File: src/hw/rtl/mmc_pkg.sv
`timescale 1ns / 1ps
// ----------------------------------------------------------------------------
// mmc_pkg
// Shared types and constants of the magnetometer min/max calibrator.
// ----------------------------------------------------------------------------
package mmc_pkg;

   localparam int AXIS_COUNT = 3;
   localparam int SAMPLE_W   = 16;
   localparam int OFFSET_W   = SAMPLE_W + 1;
   localparam int SPAN_W     = SAMPLE_W + 1;
   localparam int SUM_W      = SAMPLE_W + 3;
   localparam int SCALE_W    = 16;
   localparam int COUNT_W    = 32;
   localparam int AXIS_W     = 2;
   localparam int FRAC_W     = 12;

   // serial divider: numerator sum * 4096, denominator 3 * span
   localparam int NUM_W  = SUM_W - 1 + FRAC_W;
   localparam int DEN_W  = SAMPLE_W + 2;
   localparam int STEP_W = $clog2(NUM_W);

   localparam logic KIND_SAMPLE = 1'b0;
   localparam logic KIND_FINISH = 1'b1;

   localparam logic [AXIS_W-1:0] AXIS_X = 2'd0;
   localparam logic [AXIS_W-1:0] AXIS_Y = 2'd1;
   localparam logic [AXIS_W-1:0] AXIS_Z = 2'd2;

   localparam logic signed [SAMPLE_W-1:0] MIN_RESET = 16'sh7FFF;
   localparam logic signed [SAMPLE_W-1:0] MAX_RESET = 16'sh8000;
   localparam logic [SCALE_W-1:0]         SCALE_ONE = 16'd4096;

   typedef enum logic [2:0] {
      ST_IDLE,
      ST_SUM,
      ST_SETUP,
      ST_DIVIDE,
      ST_EMIT
   } mmc_state_type;

   typedef struct packed {
      logic busy;
      logic done;
   } mmc_div_status_type;

endpackage

File: src/hw/rtl/mmc_if.sv
`timescale 1ns / 1ps
// ----------------------------------------------------------------------------
// mmc_if
// Valid/ready channels of the calibrator: sample/finish requests and
// per-axis calibration responses.
// ----------------------------------------------------------------------------
interface mmc_req_if import mmc_pkg::*; ();
   logic                       valid;
   logic                       ready;
   logic                       kind;
   logic signed [SAMPLE_W-1:0] sample_x;
   logic signed [SAMPLE_W-1:0] sample_y;
   logic signed [SAMPLE_W-1:0] sample_z;

   modport source (output valid, kind, sample_x, sample_y, sample_z, input ready);
   modport sink   (input valid, kind, sample_x, sample_y, sample_z, output ready);
endinterface

interface mmc_rsp_if import mmc_pkg::*; ();
   logic                       valid;
   logic                       ready;
   logic [AXIS_W-1:0]          axis;
   logic signed [SAMPLE_W-1:0] min_value;
   logic signed [SAMPLE_W-1:0] max_value;
   logic signed [OFFSET_W-1:0] offset_twice;
   logic [SCALE_W-1:0]         scale_q12;
   logic [COUNT_W-1:0]         sample_count;
   logic                       last;

   modport source (output valid, axis, min_value, max_value, offset_twice, scale_q12,
                   sample_count, last, input ready);
   modport sink   (input valid, axis, min_value, max_value, offset_twice, scale_q12,
                   sample_count, last, output ready);
endinterface

File: src/hw/rtl/mmc_divider.sv
`timescale 1ns / 1ps
// ----------------------------------------------------------------------------
// mmc_divider
// Restoring unsigned divider, one quotient bit per cycle.
// ----------------------------------------------------------------------------
module mmc_divider import mmc_pkg::*; (
   input  logic               clock,
   input  logic               reset,
   input  logic               start,
   input  logic [NUM_W-1:0]   dividend,
   input  logic [DEN_W-1:0]   divisor,
   output logic [NUM_W-1:0]   quotient,
   output mmc_div_status_type status
);

   logic [NUM_W-1:0]  quo_ff, quo_in;
   logic [DEN_W-1:0]  rem_ff, rem_in;
   logic [DEN_W-1:0]  den_ff, den_in;
   logic [STEP_W-1:0] step_ff, step_in;
   logic              busy_ff, busy_in;
   logic              done_ff, done_in;
   logic [DEN_W:0]    trial;
   logic [DEN_W:0]    diff;
   logic              fits;

   assign trial = {rem_ff, quo_ff[NUM_W-1]};
   assign diff  = trial - {1'b0, den_ff};
   assign fits  = trial >= {1'b0, den_ff};

   always_comb begin
      quo_in  = quo_ff;
      rem_in  = rem_ff;
      den_in  = den_ff;
      step_in = step_ff;
      busy_in = busy_ff;
      done_in = 1'b0;
      if (start) begin
         quo_in  = dividend;
         rem_in  = '0;
         den_in  = divisor;
         step_in = '0;
         busy_in = 1'b1;
      end else if (busy_ff) begin
         quo_in  = {quo_ff[NUM_W-2:0], fits};
         rem_in  = fits ? diff[DEN_W-1:0] : trial[DEN_W-1:0];
         step_in = step_ff + 1'b1;
         if (step_ff == STEP_W'(NUM_W - 1)) begin
            busy_in = 1'b0;
            done_in = 1'b1;
         end
      end
   end

   always_ff @(posedge clock) begin
      if (reset) begin
         busy_ff <= 1'b0;
         done_ff <= 1'b0;
         step_ff <= '0;
      end else begin
         busy_ff <= busy_in;
         done_ff <= done_in;
         step_ff <= step_in;
      end
      quo_ff <= quo_in;
      rem_ff <= rem_in;
      den_ff <= den_in;
   end

   assign quotient    = quo_ff;
   assign status.busy = busy_ff;
   assign status.done = done_ff;

endmodule

File: src/hw/rtl/magnetometer_minmax_calibrator.sv
`timescale 1ns / 1ps
// ----------------------------------------------------------------------------
// magnetometer_minmax_calibrator
// Min/max hard-iron and soft-iron calibration of a three-axis magnetometer.
// ----------------------------------------------------------------------------
// Sample transfers are taken one per cycle while collecting: each updates the
// per-axis minimum and maximum and a saturating sample count, and gives no
// response. A finish transfer stops collection for good (until reset); later
// samples are taken and ignored. The finish then produces three responses, X,
// Y and Z, the last flagged by last. For each axis with a positive span the scale
// comes from a serial divider that retires one quotient bit per cycle, and any
// response back-pressure holds the report; the request side is not ready until
// the Z response has been loaded into the response register. A finish after
// finish repeats the same report.
// ----------------------------------------------------------------------------
module magnetometer_minmax_calibrator import mmc_pkg::*; (
   input  logic      clock,
   input  logic      reset,
   mmc_req_if.sink   req_ch,
   mmc_rsp_if.source rsp_ch
);

   mmc_state_type              state_ff, state_in;
   logic                       stopped_ff, stopped_in;
   logic [COUNT_W-1:0]         count_ff, count_in;
   logic signed [SAMPLE_W-1:0] min_ff [AXIS_COUNT];
   logic signed [SAMPLE_W-1:0] min_in [AXIS_COUNT];
   logic signed [SAMPLE_W-1:0] max_ff [AXIS_COUNT];
   logic signed [SAMPLE_W-1:0] max_in [AXIS_COUNT];
   logic [AXIS_W-1:0]          axis_ff, axis_in;
   logic signed [SUM_W-1:0]    sum_ff, sum_in;
   logic [SCALE_W-1:0]         scale_ff, scale_in;

   logic                       rsp_valid_ff;
   logic [AXIS_W-1:0]          rsp_axis_ff;
   logic signed [SAMPLE_W-1:0] rsp_min_ff, rsp_max_ff;
   logic signed [OFFSET_W-1:0] rsp_offset_ff;
   logic [SCALE_W-1:0]         rsp_scale_ff;
   logic [COUNT_W-1:0]         rsp_count_ff;
   logic                       rsp_last_ff;

   logic                       req_xfer;
   logic                       slot_free;
   logic                       rsp_load;
   logic                       div_start;
   logic signed [SAMPLE_W-1:0] sample [AXIS_COUNT];
   logic signed [SPAN_W-1:0]   span [AXIS_COUNT];
   logic signed [SAMPLE_W-1:0] sel_min, sel_max;
   logic signed [SPAN_W-1:0]   sel_span;
   logic [DEN_W-1:0]           denom;
   logic [NUM_W-1:0]           numer;
   logic [NUM_W-1:0]           quotient;
   mmc_div_status_type         div_status;

   assign sample[0] = req_ch.sample_x;
   assign sample[1] = req_ch.sample_y;
   assign sample[2] = req_ch.sample_z;

   assign req_ch.ready = (state_ff == ST_IDLE);
   assign req_xfer     = req_ch.valid && req_ch.ready;
   assign slot_free    = !rsp_valid_ff || rsp_ch.ready;

   always_comb begin
      for (int i = 0; i < AXIS_COUNT; i++) begin
         span[i] = SPAN_W'(max_ff[i]) - SPAN_W'(min_ff[i]);
      end
   end

   assign sel_min  = min_ff[axis_ff];
   assign sel_max  = max_ff[axis_ff];
   assign sel_span = span[axis_ff];
   // 3 * span, span known positive here
   assign denom    = {1'b0, sel_span[SAMPLE_W-1:0], 1'b0} + {2'b00, sel_span[SAMPLE_W-1:0]};
   assign numer    = {sum_ff[SUM_W-2:0], {FRAC_W{1'b0}}};

   mmc_divider u_divider (
      .clock    (clock),
      .reset    (reset),
      .start    (div_start),
      .dividend (numer),
      .divisor  (denom),
      .quotient (quotient),
      .status   (div_status)
   );

   always_comb begin
      state_in   = state_ff;
      stopped_in = stopped_ff;
      count_in   = count_ff;
      min_in     = min_ff;
      max_in     = max_ff;
      axis_in    = axis_ff;
      sum_in     = sum_ff;
      scale_in   = scale_ff;
      rsp_load   = 1'b0;
      div_start  = 1'b0;
      case (state_ff)
         ST_IDLE: begin
            if (req_xfer) begin
               if (req_ch.kind == KIND_FINISH) begin
                  stopped_in = 1'b1;
                  axis_in    = AXIS_X;
                  state_in   = ST_SUM;
               end else if (!stopped_ff) begin
                  for (int i = 0; i < AXIS_COUNT; i++) begin
                     if (sample[i] < min_ff[i]) min_in[i] = sample[i];
                     if (sample[i] > max_ff[i]) max_in[i] = sample[i];
                  end
                  if (count_ff != '1) count_in = count_ff + 1'b1;
               end
            end
         end
         ST_SUM: begin
            sum_in   = SUM_W'(span[0]) + SUM_W'(span[1]) + SUM_W'(span[2]);
            state_in = ST_SETUP;
         end
         ST_SETUP: begin
            if (sel_span <= 0) begin
               scale_in = SCALE_ONE;
               state_in = ST_EMIT;
            end else if (sum_ff <= 0) begin
               scale_in = '0;
               state_in = ST_EMIT;
            end else begin
               div_start = 1'b1;
               state_in  = ST_DIVIDE;
            end
         end
         ST_DIVIDE: begin
            if (div_status.done) begin
               scale_in = (|quotient[NUM_W-1:SCALE_W]) ? '1 : quotient[SCALE_W-1:0];
               state_in = ST_EMIT;
            end
         end
         ST_EMIT: begin
            if (slot_free) begin
               rsp_load = 1'b1;
               if (axis_ff == AXIS_Z) begin
                  state_in = ST_IDLE;
               end else begin
                  axis_in  = axis_ff + 1'b1;
                  state_in = ST_SETUP;
               end
            end
         end
         default: begin
            state_in = ST_IDLE;
         end
      endcase
   end

   always_ff @(posedge clock) begin
      if (reset) begin
         state_ff     <= ST_IDLE;
         stopped_ff   <= 1'b0;
         count_ff     <= '0;
         axis_ff      <= AXIS_X;
         rsp_valid_ff <= 1'b0;
         for (int i = 0; i < AXIS_COUNT; i++) begin
            min_ff[i] <= MIN_RESET;
            max_ff[i] <= MAX_RESET;
         end
      end else begin
         state_ff   <= state_in;
         stopped_ff <= stopped_in;
         count_ff   <= count_in;
         axis_ff    <= axis_in;
         min_ff     <= min_in;
         max_ff     <= max_in;
         if (rsp_load) begin
            rsp_valid_ff <= 1'b1;
         end else if (rsp_ch.ready) begin
            rsp_valid_ff <= 1'b0;
         end
      end
      sum_ff   <= sum_in;
      scale_ff <= scale_in;
      if (rsp_load) begin
         rsp_axis_ff   <= axis_ff;
         rsp_min_ff    <= sel_min;
         rsp_max_ff    <= sel_max;
         rsp_offset_ff <= OFFSET_W'(sel_max) + OFFSET_W'(sel_min);
         rsp_scale_ff  <= scale_ff;
         rsp_count_ff  <= count_ff;
         rsp_last_ff   <= (axis_ff == AXIS_Z);
      end
   end

   assign rsp_ch.valid        = rsp_valid_ff;
   assign rsp_ch.axis         = rsp_axis_ff;
   assign rsp_ch.min_value    = rsp_min_ff;
   assign rsp_ch.max_value    = rsp_max_ff;
   assign rsp_ch.offset_twice = rsp_offset_ff;
   assign rsp_ch.scale_q12    = rsp_scale_ff;
   assign rsp_ch.sample_count = rsp_count_ff;
   assign rsp_ch.last         = rsp_last_ff;

   a_stopped_sticky: assert property (@(posedge clock) disable iff (reset)
      !$fell(stopped_ff))
      else $error("collection restarted without reset");

   a_finish_stops: assert property (@(posedge clock) disable iff (reset)
      (req_xfer && req_ch.kind == KIND_FINISH) |=> (stopped_ff && state_ff == ST_SUM))
      else $error("finish did not start a report");

   a_min_le_max: assert property (@(posedge clock) disable iff (reset)
      (count_ff != '0) |-> (min_ff[0] <= max_ff[0] && min_ff[1] <= max_ff[1]
                            && min_ff[2] <= max_ff[2]))
      else $error("axis minimum above maximum after samples");

   a_div_idle_start: assert property (@(posedge clock) disable iff (reset)
      div_start |-> (!div_status.busy && state_ff == ST_SETUP))
      else $error("divider started while busy");

   a_load_free: assert property (@(posedge clock) disable iff (reset)
      rsp_load |-> slot_free)
      else $error("response register overwritten");

endmodule

File: src/flat_wrapper.sv
// flat-port wrapper written by rule: the top's interface ports become plain ports
module magnetometer_minmax_calibrator_flat import mmc_pkg::*;
  (clock, reset, req_ch_valid, req_ch_kind, req_ch_sample_x, req_ch_sample_y, req_ch_sample_z, req_ch_ready, rsp_ch_valid, rsp_ch_axis, rsp_ch_min_value, rsp_ch_max_value, rsp_ch_offset_twice, rsp_ch_scale_q12, rsp_ch_sample_count, rsp_ch_last, rsp_ch_ready);
  mmc_req_if req_ch_i ();
  mmc_rsp_if rsp_ch_i ();
  input  logic clock;
  input  logic reset;
  input wire logic [$bits(req_ch_i.valid)-1:0] req_ch_valid;
  input wire logic [$bits(req_ch_i.kind)-1:0] req_ch_kind;
  input wire logic [$bits(req_ch_i.sample_x)-1:0] req_ch_sample_x;
  input wire logic [$bits(req_ch_i.sample_y)-1:0] req_ch_sample_y;
  input wire logic [$bits(req_ch_i.sample_z)-1:0] req_ch_sample_z;
  output wire logic [$bits(req_ch_i.ready)-1:0] req_ch_ready;
  output wire logic [$bits(rsp_ch_i.valid)-1:0] rsp_ch_valid;
  output wire logic [$bits(rsp_ch_i.axis)-1:0] rsp_ch_axis;
  output wire logic [$bits(rsp_ch_i.min_value)-1:0] rsp_ch_min_value;
  output wire logic [$bits(rsp_ch_i.max_value)-1:0] rsp_ch_max_value;
  output wire logic [$bits(rsp_ch_i.offset_twice)-1:0] rsp_ch_offset_twice;
  output wire logic [$bits(rsp_ch_i.scale_q12)-1:0] rsp_ch_scale_q12;
  output wire logic [$bits(rsp_ch_i.sample_count)-1:0] rsp_ch_sample_count;
  output wire logic [$bits(rsp_ch_i.last)-1:0] rsp_ch_last;
  input wire logic [$bits(rsp_ch_i.ready)-1:0] rsp_ch_ready;
  assign req_ch_i.valid = req_ch_valid;
  assign req_ch_i.kind = req_ch_kind;
  assign req_ch_i.sample_x = req_ch_sample_x;
  assign req_ch_i.sample_y = req_ch_sample_y;
  assign req_ch_i.sample_z = req_ch_sample_z;
  assign req_ch_ready = req_ch_i.ready;
  assign rsp_ch_valid = rsp_ch_i.valid;
  assign rsp_ch_axis = rsp_ch_i.axis;
  assign rsp_ch_min_value = rsp_ch_i.min_value;
  assign rsp_ch_max_value = rsp_ch_i.max_value;
  assign rsp_ch_offset_twice = rsp_ch_i.offset_twice;
  assign rsp_ch_scale_q12 = rsp_ch_i.scale_q12;
  assign rsp_ch_sample_count = rsp_ch_i.sample_count;
  assign rsp_ch_last = rsp_ch_i.last;
  assign rsp_ch_i.ready = rsp_ch_ready;
  magnetometer_minmax_calibrator u_core (.clock(clock), .reset(reset), .req_ch(req_ch_i), .rsp_ch(rsp_ch_i));
endmodule
File: config.mk
export PLATFORM = sky130hd
export DESIGN_NAME = magnetometer_minmax_calibrator_flat
export DESIGN_NICKNAME = d
export VERILOG_FILES = /design/src/hw/rtl/mmc_pkg.sv /design/src/hw/rtl/mmc_if.sv /design/src/hw/rtl/mmc_divider.sv /design/src/hw/rtl/magnetometer_minmax_calibrator.sv /design/src/flat_wrapper.sv
export SDC_FILE = /design/constraint.sdc
export NUM_CORES = 1
export LEC_CHECK = 0
export ABC_AREA = 1
export BUFFER_PORTS_ARGS = -buffer_cell sky130_fd_sc_hd__buf_2
export CAP_MARGIN = 10
export CORE_MARGIN = 2
export CORE_UTILIZATION = 45
export CTS_CLUSTER_SIZE = 12
export DETAILED_ROUTE_END_ITERATION = 8
export HOLD_SLACK_MARGIN = 0.08
export MAX_ROUTING_LAYER = met4
export PLACE_DENSITY = 0.62
export SETUP_SLACK_MARGIN = 0.4
export SLEW_MARGIN = 20
export SYNTH_ARGS = -nofsm -noshare
export SYNTH_HDL_FRONTEND = slang
export SYNTH_SLANG_ARGS = --single-unit
File: constraint.sdc
create_clock -name clock -period 6.7 [get_ports clock]
set_input_delay 2.01 -clock clock [delete_from_list [all_inputs] [get_ports clock]]
set_output_delay 2.01 -clock clock [all_outputs]
set_load 0.01 [all_outputs]
==> impl_metrics.ini <==
[outcome]
outcome = complete, no violations

[route]
drtAntennaViolNets = 0
drt_iter0_drc = 1532
drc = 0
dr.pass1.iters = 6
avgRoutedWirePerCell_um = 17.3
totalWireLength_um = 62600
vias_per_cell = 5.32
vias = 19313

[timing]
holdWs_ps = 412
worst_slew_pin_slew_ps = 1040
period_share_pct = 77.4
finalHoldViolCount = 0
fmax_mhz = 193
layout_setup_ws_ps = 1510
drv_slew = 0
fin_crit_ps = 5190
slew_headroom_pct = 30.2
rsz0062_at_grt = no
setup_viol = 0
skew_ps = 29.3
tns_ps = 0

[worst_hold_path]
hold_depth = 0
hold_end = u_core.rsp_ch.scale_q12[0]$_DFFE_PP_
min_path_type = reg2reg
worstHoldStart = u_core.scale_ff[0]$_SDFFCE_PP0P_

[global_route]
grt_pass1_vias = 18202
grt_pass1_wl_um = 97700
grt_max_degree = 72
antenna_found_initial = 0
globalRouteOverflowTotal = 0
gr-usage-all-layers_pct = 25.1

[finish]
drive_gt1_share_pct = 8.80
insertedDiodeCount = 0
final_cells = 3630
design_area_sq_um = 25100
nets = 3230
most-common-layout-cells = nand2_1 (594), inv_1 (416), a21oi_1 (243)
syn_to_final_growth_pct = 13.2
final_common_cell = nand2_1
fin_util_pct = 51.4
fillerInstances = 4715

[synthesis]
synth_compound_area_share_pct = 14.0
synth_top_family_by_area = simple AND/OR/NAND/NOR gates
synthArstFlopShare_pct = 0
synth-seq-cells = 343
synth_edf_count = 171
yosysWarningCount = 0
synth_nets = 3097
yosys.area_share.simple_pct = 20.1
syn_area_sq_um = 22100
synthAdderAreaFrac_pct = 14.6
syn_inst = 2799
synth_ff_type = dfxtp_1
ys_types = 51
avgSynthCellArea_sq_um = 7.91
synth-xor-area-share_pct = 4.03
yosys-mux-area-fraction_pct = 0
ys_seq_area_share_pct = 38.7

[place]
dp.cells = 3552
place_ws_ps = 1790
postPlaceCellArea_sq_um = 23500
io_buffers = 154
globalplace.congestion = 0.954
place_hpwl_um = 49100

[floorplan]
num_io_pins = 155
dieArea_sq_um = 51000
coreArea_sq_um = 48700
die_h_um = 226
die-width_um = 226
row_count = 81
start_util_pct = 45.4

[clocking]
h-tree-depth = 2
numCtsBuffers = 42
clock-sinks = 343
ctsHoldBuffers = 0
cts_tree = built
worstSkewPairLatency_ps = 580
clk_root_buffer_cell = clkbuf_16
ctsLongestPathBuffers = 3
cts.reportedPaths.clkPinSlew_ps = 60
cts_setup_buffers = 0
ctsResizeCount = 0

[worst_setup_path]
path_class = reg2reg
cp_max_fo = 71
critPathMaxStageDelay_ps = 910
r2r_setup_slack_ps = 1510
r2r-end = u_core.rsp_ch.offset_twice[16]$_DFFE_PP_
arrival_ps = 5520
slowest_stage = clkinv_2
r2r-start = u_core.axis_ff[0]$_SDFFE_PP0P_
cp-start-kind = flip-flop
worstPathCellList = clkinv_2, a21oi_1, o21ai_0, o21ai_0, ha_1, inv_1, fa_1, o21a_1, o21ai_0, a21boi_0, o21ai_0, nand3_1, nand2_1, nand2_1, nand2_1, nand2_1
crit_required_ps = 7040
r2r_cells = 16
worst_setup_path_end_kind = flip-flop

[power]
p_leak_nw = 12.0
seqPwrFrac_pct = 33.6
total_power_mw = 7.80
p_clk_share_pct = 32.0
intPower_mw = 5.03
p_sw_share_pct = 35.5
netSwitchingPower_mw = 2.77
power_density_nw_per_um2 = 311
combPwrFrac_pct = 34.4
ir_drop_uv = 191

[flow_run]
cap_violations = 0
==> layout make-up <==
class                           instances  area, sq um  area share (%)
Clock buffer                           51         1120            4.45
Clock inverter                         27          419            1.67
Inverter                              422         1590            6.32
Multi-Input combinational cell       1960        11700            46.6
Sequential cell                       343         8580            34.2
Tap cell                              664          831            3.31
Timing Repair Buffer                  163          851            3.39
==> cell families after synthesis <==
| family | Yosys count |
|---|---|
| AND/OR/NAND/NOR | 1047 |
| AO/OA/AOI/OAI | 566 |
| buffers and inverters | 496 |
| flip-flops | 343 |
| adder cells (fa/ha/maj) | 245 |
| XOR/XNOR | 102 |
==> state kept, by name (all words and copies together) (netlist names), 17 cells and up <==
name / flops
u_core.rsp_ch.offset_twice: 17
u_core.u_divider.quotient: 30
u_core.rsp_ch.sample_count: 32
u_core.count_ff: 32
u_core.max_ff: 48
u_core.u_divider.rem_ff: 18
u_core.sum_ff: 19
u_core.min_ff: 48
u_core.u_divider.den_ff: 18
==> worst max-delay path: cells and delay by family (launching register included) <==
kind / cells / cell delay (ps)
flip-flops: 1 / 730
AO/OA/AOI/OAI: 7 / 2220
buffers and inverters: 2 / 970
adder cells (fa/ha/maj): 2 / 640
AND/OR/NAND/NOR: 5 / 370
==> how the worst max path moves through the flow <==
stage	start	to	slack, ps	depth (start not counted)
final	u_core.axis_ff[0]$_SDFFE_PP0P_	u_core.rsp_ch.offset_twice[16]$_DFFE_PP_	1510	16
after global routing	u_core.axis_ff[0]$_SDFFE_PP0P_	u_core.rsp_ch.offset_twice[16]$_DFFE_PP_	1220	16
after CTS	u_core.max_ff[32]$_SDFFE_PP0P_	u_core.scale_ff[2]$_SDFFCE_PP0P_	1790	25
after detailed placement	u_core.axis_ff[1]$_SDFFE_PP0P_	u_core.rsp_ch.offset_twice[16]$_DFFE_PP_	1790	18
after global placement	u_core.max_ff[32]$_SDFFE_PP0P_	u_core.scale_ff[15]$_SDFFCE_PP0P_	1860	25
after floorplan	rsp_ch_ready	u_core.rsp_ch.axis[0]$_DFFE_PP_	1580	2
==> power by group through the flow <==
| stage | logic, mW | registers (mW) | clock network, mW |
|---|---|---|---|
| 2_1_floorplan | 1.96 | 2.63 | 0 |
| 3_3_place_gp | 2.62 | 2.66 | 0 |
| 3_5_place_dp | 2.66 | 2.66 | 0 |
| 4_1_cts | 2.68 | 2.62 | 2.55 |
| 5_1_grt | 3.04 | 2.64 | 2.63 |
| 6_report | 2.68 | 2.62 | 2.50 |
==> synth_stat cells (29+ instances only) <==
| cell type | instances | area [sq um] |
|---|---|---|
| edfxtp_1 | 171 | 5130 |
| xor2_1 | 73 | 639 |
| inv_1 | 417 | 1570 |
| o21ai_0 | 212 | 1060 |
| a21oi_1 | 243 | 1220 |
| nand3_1 | 159 | 796 |
| dfxtp_1 | 172 | 3440 |
| clkbuf_1 | 45 | 169 |
| xnor2_1 | 29 | 254 |
| ha_1 | 222 | 2780 |
| nor2_1 | 163 | 612 |
| nand4_1 | 35 | 219 |
| o211ai_1 | 31 | 233 |
| nor3_1 | 45 | 225 |
| nand2_1 | 594 | 2230 |
==> metal layers <==
metal / track usage, % / share of wire, %
met1: 32.2 / 45
met2: 40.2 / 46
met3: 3.33 / 4.9
met4: 10.3 / 4.2
met5: - / 0
Power figures use the tool's default switching activity.
